File: src/rtl/sse_pkg.sv
package sse_pkg;

  // Byte codes that the parser reacts to.
  localparam logic [7:0] CH_LF    = 8'h0A;
  localparam logic [7:0] CH_CR    = 8'h0D;
  localparam logic [7:0] CH_SPACE = 8'h20;
  localparam logic [7:0] CH_COLON = 8'h3A;

  // Default depth of the queue between the front and back parts.
  localparam int QUEUE_DEPTH = 4;

  typedef struct packed {
    logic [7:0] stream_byte;
    logic       stream_start;
  } in_t;

  typedef struct packed {
    logic [7:0] payload_byte;
    logic       end_of_event;
  } out_t;

  // Number of results in one queue command (zero-result commands are never queued).
  localparam logic [1:0] CMD_ONE = 2'd1;
  localparam logic [1:0] CMD_TWO = 2'd2;

  // One queue entry: the results that one input byte causes.
  typedef struct packed {
    logic [1:0] cnt;
    out_t       res0;
    out_t       res1;
  } cmd_t;

endpackage

File: src/rtl/sse_front.sv
module sse_front (
  input  logic          clk,
  input  logic          rst,
  input  logic          stream_valid,
  output logic          stream_stall,
  input  sse_pkg::in_t  stream_data,
  input  logic          queue_full,
  output logic          push,
  output sse_pkg::cmd_t push_cmd
);

  localparam logic [1:0] MODE_UNDECIDED = 2'd0;
  localparam logic [1:0] MODE_CRLF      = 2'd1;
  localparam logic [1:0] MODE_LF        = 2'd2;

  localparam logic [2:0] PH_START       = 3'd0;
  localparam logic [2:0] PH_NAME_DONE   = 3'd4;
  localparam logic [2:0] PH_AFTER_COLON = 3'd5;
  localparam logic [2:0] PH_CONTENT     = 3'd6;
  localparam logic [2:0] PH_SKIP        = 3'd7;

  typedef struct packed {
    logic [2:0] phase;
    logic       started;
    logic       emit;
    logic [7:0] data;
  } lb_t;

  function automatic logic [7:0] field_char(input logic [1:0] idx);
    logic [7:0] c;
    unique case (idx)
      2'd0:    c = 8'h64;
      2'd1:    c = 8'h61;
      2'd2:    c = 8'h74;
      default: c = 8'h61;
    endcase
    return c;
  endfunction

  // One ordinary byte of a line: walks the field name match, then the content.
  function automatic lb_t line_byte(input logic [2:0] ph, input logic st,
                                    input logic [7:0] b);
    lb_t r;
    r.phase   = ph;
    r.started = st;
    r.emit    = 1'b0;
    r.data    = b;
    if (ph < PH_NAME_DONE) begin
      r.phase = (b == field_char(ph[1:0])) ? ph + 3'd1 : PH_SKIP;
    end else if (ph == PH_NAME_DONE) begin
      if (b == sse_pkg::CH_COLON) begin
        r.emit  = st;
        r.data  = sse_pkg::CH_LF;
        r.phase = PH_AFTER_COLON;
      end else begin
        r.phase = PH_SKIP;
      end
    end else if (ph == PH_AFTER_COLON) begin
      r.phase = PH_CONTENT;
      if (b != sse_pkg::CH_SPACE) begin
        r.emit    = 1'b1;
        r.started = 1'b1;
      end
    end else if (ph == PH_CONTENT) begin
      r.emit    = 1'b1;
      r.started = 1'b1;
    end
    return r;
  endfunction

  logic [1:0] mode, mode_next;
  logic [2:0] phase, phase_next;
  logic       held, held_next;
  logic       started, started_next;

  logic          accept;
  logic [7:0]    b;
  lb_t           lb_held, lb_cur;
  logic [1:0]    cnt;
  sse_pkg::out_t r0, r1;
  logic          done;

  assign b            = stream_data.stream_byte;
  assign stream_stall = queue_full;
  assign accept       = stream_valid && !queue_full;

  always_comb begin
    mode_next    = mode;
    phase_next   = phase;
    held_next    = held;
    started_next = started;
    cnt          = 2'd0;
    r0           = '0;
    r1           = '0;
    done         = 1'b0;
    lb_held      = '0;
    lb_cur       = '0;

    if (stream_data.stream_start) begin
      mode_next    = MODE_UNDECIDED;
      phase_next   = PH_START;
      held_next    = 1'b0;
      started_next = 1'b0;
    end

    // A held CR is resolved first: either it closes a CRLF line ending or it
    // turns out to be an ordinary line byte.
    if (held_next) begin
      held_next = 1'b0;
      if (b == sse_pkg::CH_LF) begin
        if (mode_next == MODE_UNDECIDED) begin
          mode_next = MODE_CRLF;
        end
        if (phase_next == PH_START) begin
          if (started_next) begin
            r0  = '{payload_byte: 8'h00, end_of_event: 1'b1};
            cnt = 2'd1;
          end
          started_next = 1'b0;
        end
        phase_next = PH_START;
        done       = 1'b1;
      end else begin
        lb_held      = line_byte(phase_next, started_next, sse_pkg::CH_CR);
        phase_next   = lb_held.phase;
        started_next = lb_held.started;
        if (lb_held.emit) begin
          r0  = '{payload_byte: lb_held.data, end_of_event: 1'b0};
          cnt = 2'd1;
        end
      end
    end

    if (!done) begin
      if (b == sse_pkg::CH_CR && mode_next != MODE_LF) begin
        held_next = 1'b1;
      end else if (b == sse_pkg::CH_LF &&
                   (mode_next == MODE_UNDECIDED || mode_next == MODE_LF)) begin
        mode_next = MODE_LF;
        if (phase_next == PH_START) begin
          if (started_next) begin
            if (cnt == 2'd0) begin
              r0 = '{payload_byte: 8'h00, end_of_event: 1'b1};
            end else begin
              r1 = '{payload_byte: 8'h00, end_of_event: 1'b1};
            end
            cnt = cnt + 2'd1;
          end
          started_next = 1'b0;
        end
        phase_next = PH_START;
      end else begin
        lb_cur       = line_byte(phase_next, started_next, b);
        phase_next   = lb_cur.phase;
        started_next = lb_cur.started;
        if (lb_cur.emit) begin
          if (cnt == 2'd0) begin
            r0 = '{payload_byte: lb_cur.data, end_of_event: 1'b0};
          end else begin
            r1 = '{payload_byte: lb_cur.data, end_of_event: 1'b0};
          end
          cnt = cnt + 2'd1;
        end
      end
    end
  end

  assign push          = accept && (cnt != 2'd0);
  assign push_cmd.cnt  = cnt;
  assign push_cmd.res0 = r0;
  assign push_cmd.res1 = r1;

  always_ff @(posedge clk) begin
    if (rst) begin
      mode    <= MODE_UNDECIDED;
      phase   <= PH_START;
      held    <= 1'b0;
      started <= 1'b0;
    end else if (accept) begin
      mode    <= mode_next;
      phase   <= phase_next;
      held    <= held_next;
      started <= started_next;
    end
  end

endmodule

File: src/rtl/sse_queue.sv
module sse_queue #(
  parameter int QueueDepth = sse_pkg::QUEUE_DEPTH
) (
  input  logic          clk,
  input  logic          rst,
  input  logic          push,
  input  sse_pkg::cmd_t push_cmd,
  output logic          full,
  input  logic          pop,
  output logic          not_empty,
  output sse_pkg::cmd_t head
);

  localparam int PtrW = $clog2(QueueDepth);
  localparam int CntW = $clog2(QueueDepth + 1);
  localparam logic [PtrW-1:0] LastPtr = PtrW'(QueueDepth - 1);
  localparam logic [CntW-1:0] FullCnt = CntW'(QueueDepth);

  sse_pkg::cmd_t   entries [QueueDepth];
  logic [PtrW-1:0] wr_ptr, rd_ptr;
  logic [CntW-1:0] count, count_next;

  assign full      = (count == FullCnt);
  assign not_empty = (count != '0);
  assign head      = entries[rd_ptr];

  always_comb begin
    count_next = count;
    if (push && !pop) begin
      count_next = count + CntW'(1);
    end else if (pop && !push) begin
      count_next = count - CntW'(1);
    end
  end

  always_ff @(posedge clk) begin
    if (push) begin
      entries[wr_ptr] <= push_cmd;
    end
  end

  always_ff @(posedge clk) begin
    if (rst) begin
      wr_ptr <= '0;
      rd_ptr <= '0;
      count  <= '0;
    end else begin
      if (push) begin
        wr_ptr <= (wr_ptr == LastPtr) ? '0 : wr_ptr + PtrW'(1);
      end
      if (pop) begin
        rd_ptr <= (rd_ptr == LastPtr) ? '0 : rd_ptr + PtrW'(1);
      end
      count <= count_next;
    end
  end

  a_count_bound: assert property (@(posedge clk) disable iff (rst)
    count <= FullCnt)
    else $error("queue count exceeds depth");

  a_no_pop_empty: assert property (@(posedge clk) disable iff (rst)
    pop |-> not_empty)
    else $error("pop from empty queue");

  a_no_push_full: assert property (@(posedge clk) disable iff (rst)
    push |-> (!full || pop))
    else $error("push into full queue");

  a_head_nonzero: assert property (@(posedge clk) disable iff (rst)
    not_empty |-> (head.cnt == sse_pkg::CMD_ONE || head.cnt == sse_pkg::CMD_TWO))
    else $error("queued command carries no result");

endmodule

File: src/rtl/sse_back.sv
module sse_back (
  input  logic          clk,
  input  logic          rst,
  input  logic          not_empty,
  input  sse_pkg::cmd_t head,
  output logic          pop,
  output logic          result_valid,
  input  logic          result_stall,
  output sse_pkg::out_t result_data
);

  // sel picks the second result of a two-result command.
  logic sel;
  logic load;

  assign load = not_empty && (!result_valid || !result_stall);
  assign pop  = load && (sel || head.cnt == sse_pkg::CMD_ONE);

  always_ff @(posedge clk) begin
    if (rst) begin
      result_valid <= 1'b0;
      sel          <= 1'b0;
    end else begin
      if (load) begin
        result_valid <= 1'b1;
        sel          <= !pop;
      end else if (!result_stall) begin
        result_valid <= 1'b0;
      end
    end
  end

  always_ff @(posedge clk) begin
    if (load) begin
      result_data <= sel ? head.res1 : head.res0;
    end
  end

endmodule

File: src/rtl/sse_data_field_extractor.sv
// Server-Sent Events data extractor.
// The stream channel (stream_valid, stream_stall, stream_data) takes one raw
// byte of the event stream per transaction, with a flag that clears all parser
// state before that byte is handled. The result channel (result_valid,
// result_stall, result_data) gives the bytes of each event's data lines, a
// newline between consecutive data lines, and a zero byte with end_of_event
// set once the event's blank line arrives. Events without data give nothing.
// A front part tracks the line phase, the separator mode and a held CR, and
// turns each byte into a command of zero, one or two results. Commands go
// through a small queue to a back part that hands results out one per cycle,
// while the receiver does not stall, from an output register. A byte is
// taken every cycle while the queue has room; its earliest result passes
// through a queue entry and then the output register. Bytes that cause two
// results hold the back part for both of them, so a long run of them fills
// the queue and then stalls the stream. When the receiver stalls, the held
// result stays put and the queue absorbs up to QueueDepth further commands
// before stream_stall rises. Reset empties the queue and the output register
// and returns the parser to line start with the separator undecided.
module sse_data_field_extractor #(
  parameter int QueueDepth = sse_pkg::QUEUE_DEPTH
) (
  input  logic          clk,
  input  logic          rst,
  input  logic          stream_valid,
  output logic          stream_stall,
  input  sse_pkg::in_t  stream_data,
  output logic          result_valid,
  input  logic          result_stall,
  output sse_pkg::out_t result_data
);

  logic          push, pop, full, not_empty;
  sse_pkg::cmd_t push_cmd, head;

  // Classification of each byte and all parser state.
  sse_front u_front (
    .clk          (clk),
    .rst          (rst),
    .stream_valid (stream_valid),
    .stream_stall (stream_stall),
    .stream_data  (stream_data),
    .queue_full   (full),
    .push         (push),
    .push_cmd     (push_cmd)
  );

  // Decouples the two sides so either may stall on its own.
  sse_queue #(
    .QueueDepth (QueueDepth)
  ) u_queue (
    .clk       (clk),
    .rst       (rst),
    .push      (push),
    .push_cmd  (push_cmd),
    .full      (full),
    .pop       (pop),
    .not_empty (not_empty),
    .head      (head)
  );

  // Serializes each command's results into the output register.
  sse_back u_back (
    .clk          (clk),
    .rst          (rst),
    .not_empty    (not_empty),
    .head         (head),
    .pop          (pop),
    .result_valid (result_valid),
    .result_stall (result_stall),
    .result_data  (result_data)
  );

endmodule
File: config.mk
export PLATFORM = sky130hd
export DESIGN_NAME = sse_data_field_extractor
export DESIGN_NICKNAME = d
export VERILOG_FILES = /design/src/rtl/sse_pkg.sv /design/src/rtl/sse_front.sv /design/src/rtl/sse_queue.sv /design/src/rtl/sse_back.sv /design/src/rtl/sse_data_field_extractor.sv
export SDC_FILE = /design/constraint.sdc
export NUM_CORES = 1
export LEC_CHECK = 0
export BUFFER_PORTS_ARGS = -buffer_cell sky130_fd_sc_hd__buf_2
export CORE_MARGIN = 4
export CORE_UTILIZATION = 45
export CTS_BUF_LIST = sky130_fd_sc_hd__clkbuf_8
export DETAILED_ROUTE_END_ITERATION = 10
export SLEW_MARGIN = 30
export SYNTH_ARGS = -nofsm -noshare
export SYNTH_HDL_FRONTEND = slang
export SYNTH_SLANG_ARGS = --single-unit
File: constraint.sdc
create_clock -name clk -period 12.4 [get_ports clk]
set_clock_uncertainty 0.2 [all_clocks]
set_input_delay 0.62 -clock clk [delete_from_list [all_inputs] [get_ports clk]]
set_output_delay 0.62 -clock clk [all_outputs]
set_load 0.02 [all_outputs]
==> impl_summary.txt <==
----------------------------------------------------
[Run status]
  Outcome ... finished, final reports clean

[Logic synthesis]
  Largest cells by area after synthesis ... sky130_fd_sc_hd__edfxtp_1 54%, sky130_fd_sc_hd__mux4_2 8.2%, sky130_fd_sc_hd__dfxtp_1 7.3%
  Part of the Yosys area used for sequential elements ... 61.7%
  Synth Net Count ... 364
  Yosys warnings ... 0
  Count of unique library cells instantiated by Yosys ... between 60 and 70
  Post-synth EDFFs ... 89
  Ys async rst share ... 0%
  Post-Synthesis Cells ... 337
  Synth Register Bits ... 107
  Cell type with the highest aggregate area in the netlist ... sky130_fd_sc_hd__edfxtp_1
  Post-synth top area share ... 54.3%
  Prevailing post-synth register cell ... sky130_fd_sc_hd__edfxtp_1
  Mean Syn Cell Area ... roughly 15 um2
  Netlist area before placement ... 0.00492 mm2

[GRT]
  Largest net degree at the start of global routing ... 23
  Antenna violations before repair ... 0
  Vias in the first global route ... 2832
  GRT Util Overall ... 16.0%
  Wire length of the first global-routing pass ... 15500 um
  Overflow after GRT ... 0

[STA]
  Final Critical Period ... approximately 5.2 ns
  Count of endpoints failing hold in the final timing report ... 0
  Max Slew Vio Count ... 0
  Actual transition at the worst max-transition pin ... 0.755 ns
  Highest attainable clock frequency ... between 0.15 and 0.2 GHz
  Relative max-transition margin ... between 40% and 50%
  Setup repair after global routing missed its margin ... false
  Setup total negative slack ... 0 ns
  Final setup violation count ... 0
  Final worst path period share ... 42.1%

[Detailed routing]
  Total met2 wirelength after detailed routing ... 4630 um
  DRC errors left ... 0
  Initial drt markers ... 208
  First-pass detailed-route iteration total ... 4
  Vias after detailed routing ... 2801
  Remaining antenna violation count after routing ... 0
  Top routing layer in use ... met4
  Via-to-Cell Ratio ... 5.60
  DRT met1 WL ... 4250 um
  Final routed wire length divided by cell count ... approximately 19 um
  Post-detailed-routing wire length ... 9350 um
  Sum of met3 wire segment lengths after detailed routing ... 326 um

[Power]
  Worst supply voltage drop on vdd ... 0.0731 mV
  Power density over the cells ... 117 mW/mm2
  Proportion of power drawn by the clock network ... ~33%
  Net Switching ... 0.134 mW
  Proportion of total power due to net switching ... 21.5%
  Internal Dissipation ... 0.489 mW
  Combinational share of power ... about 4.7%
  Static leakage ... 1.72 nW
  Sequential cell fraction of total power ... a little over three fifths

[Clocking]
  Count of hold-fix buffers inserted at cts ... 0
  Cell at the root of the clock tree ... sky130_fd_sc_hd__clkbuf_8
  Clock transition at path regs ... 0.09 ns
  Cells resized by post-CTS repair ... 0
  Number of buffers inserted to repair setup after CTS ... 0
  Clock tree buffer depth ... 2
  Clock Sink Count ... 107
  Total number of H-tree levels ... 3
  Insertion delay to the later sink of the worst-skew pair ... 0.37 ns
  TritonCTS clock tree ... done
  Total CTS buffers ... 9

[Cells and area]
  Highest-count cells in the layout ignoring fill and taps ... 89 x sky130_fd_sc_hd__edfxtp_1, 27 x sky130_fd_sc_hd__nor2_1, 23 x sky130_fd_sc_hd__buf_2, 18 x sky130_fd_sc_hd__mux4_2, 17 x sky130_fd_sc_hd__dfxtp_1
  Number of inserted filler cells in the final layout ... 924
  P&R area growth vs syn ... 8.70%
  Antenna Cells ... 0
  Register area ... 0.00303 mm2
  Fraction of final layout cells sized beyond drive strength 1 ... 22.8%
  Leading cell type in the layout, fill and taps excluded ... sky130_fd_sc_hd__edfxtp_1
  Final #Nets ... 386
  Area taken by multi-input logic gates ... between 0.0015 and 0.002 mm2
  Final design utilization ... 51.1%

[Floorplan]
  Chip height ... 113 um
  Top-level I/O count ... 24
  Die Span X ... 113 um
  Die ar. ... 0.0127 mm2
  Initial Utilization ... 47.0%
  Number of rows in the core area ... 37
  Area of the core region ... 0.0105 mm2

[Setup path]
  Required time of the critical path ... 12.50 ns
  Arrival time at the worst endpoint ... 5.33 ns
  Setup crit start kind ... primary input
  Critical path start-end classification ... in2reg
  Largest fanout on the critical path ... 13
  Endpoint kind of the worst setup timing path ... flip-flop

[Run]
  Maxcap violations ... 0

[Hold path]
  Hold/Removal Path Class ... reg2reg

[Placement]
  Half-perimeter wire length after detailed placement ... 6310 um
  Placer congestion estimate ... 0.867
  Buffers on Ports ... 23

----------------------------------------------------
per-stage QoR:
step | worst slack [ns] | area (um2) | hold WS (ns) | std cells | total power, mW
2_1_floorplan | 7.71 | 4920 | 0.263 | 337 | 0.418
3_3_place_gp | 6.88 | 5160 | 0.250 | 484 | 0.428
3_5_place_dp | 6.78 | 5160 | 0.265 | 484 | 0.429
4_1_cts | 7.16 | 5350 | 0.277 | 500 | 0.630
5_1_grt | 6.80 | 5350 | 0.295 | 500 | 0.651
6_report | 7.17 | 5350 | 0.270 | 500 | 0.623
flip-flops by register name, indices dropped and copies added, names as in the netlist, 2 cells and up, named ones only:
signal and count:
u_front.mode 2, u_queue.wr_ptr 2, u_queue.entries 80, u_queue.rd_ptr 2
u_front.phase 3, u_queue.count 3, u_back.result_data 9
Yosys cell counts, drive strengths merged (3+ instances only):
library cell	instances
o21ai	5
and2	12
a21oi	15
nor2	27
o21bai	3
nor4	4
or3	3
xor2	4
o2bb2ai	4
ha	13
a21o	5
nor3b	6
edfxtp	89
mux2	10
nand4	4
clkbuf	9
buf	5
a2111oi	3
inv	17
nand2b	3
mux4	18
and3	3
nand2	13
nor3	5
dfxtp	18
routing by layer:
layer  GRT usage, %  vias to the layer above
li1               -                     1356
met1           20.9                     1389
met2           26.5                       45
met3           3.72                       11
met4           5.21                        0
met5              0                        -
logic make-up after synthesis:
| family | count (synthesis) | share of synthesized area [%] |
|---|---|---|
| buf+inv | 31 | 2.57 |
| flops | 107 | 61.7 |
| fa+ha+maj | 14 | 3.71 |
| simple gates | 91 | 10.4 |
| compound gates | 59 | 9.85 |
| xor+xnor | 5 | 0.890 |
| mux | 30 | 10.9 |
final cells by class:
class	count	share of cell area [%]
flip-flops and latches	107	56.8
multi-input cells	199	33.0
well taps	136	3.18
repair buffers	25	2.43
clock buffers	9	2.32
inverters	17	1.19
clock inverters	7	1.12
worst paths after layout:
check / startpoint / end / slack, ns / cells after the start
worst max-delay path: stream_data[6] / u_queue.count[2]$_SDFFE_PP0P_ / 7.17 / 21
worst min-delay path: u_back.result_valid$_SDFFE_PP0P_ / u_back.result_valid$_SDFFE_PP0P_ / 0.27 / 2
worst max register to register: u_front.held$_SDFFE_PP0P_ / u_queue.count[2]$_SDFFE_PP0P_ / 7.55 / 19
worst min register to register: u_back.result_valid$_SDFFE_PP0P_ / u_back.result_valid$_SDFFE_PP0P_ / 0.27 / 2
worst max-delay path: stages:
cell and delay [ns]:
sky130_fd_sc_hd__buf_2 0.14, sky130_fd_sc_hd__nor4_4 0.69, sky130_fd_sc_hd__and2_4 0.35, sky130_fd_sc_hd__a21oi_1 0.17, sky130_fd_sc_hd__inv_1 0.13, sky130_fd_sc_hd__ha_1 0.25, sky130_fd_sc_hd__nand4_1 0.11, sky130_fd_sc_hd__or3_1 0.36
sky130_fd_sc_hd__o21a_1 0.22, sky130_fd_sc_hd__inv_1 0.11, sky130_fd_sc_hd__ha_1 0.13, sky130_fd_sc_hd__inv_1 0.03, sky130_fd_sc_hd__a221oi_1 0.34, sky130_fd_sc_hd__a211oi_4 0.10, sky130_fd_sc_hd__a21oi_2 0.22, sky130_fd_sc_hd__ha_1 0.22
sky130_fd_sc_hd__inv_1 0.07, sky130_fd_sc_hd__fa_1 0.42, sky130_fd_sc_hd__xor2_1 0.18, sky130_fd_sc_hd__or3_1 0.31, sky130_fd_sc_hd__a21oi_1 0.14
power groups by stage:
| stage | clock (mW) | combinational [mW] | sequential [mW] |
|---|---|---|---|
| after detailed placement | 0 | 0.0297 | 0.399 |
| after global routing | 0.227 | 0.0326 | 0.391 |
| after CTS | 0.209 | 0.0299 | 0.391 |
| after global placement | 0 | 0.0294 | 0.399 |
| after floorplan | 0 | 0.0197 | 0.398 |
| final | 0.203 | 0.0295 | 0.391 |
Power figures use the tool's default switching activity.
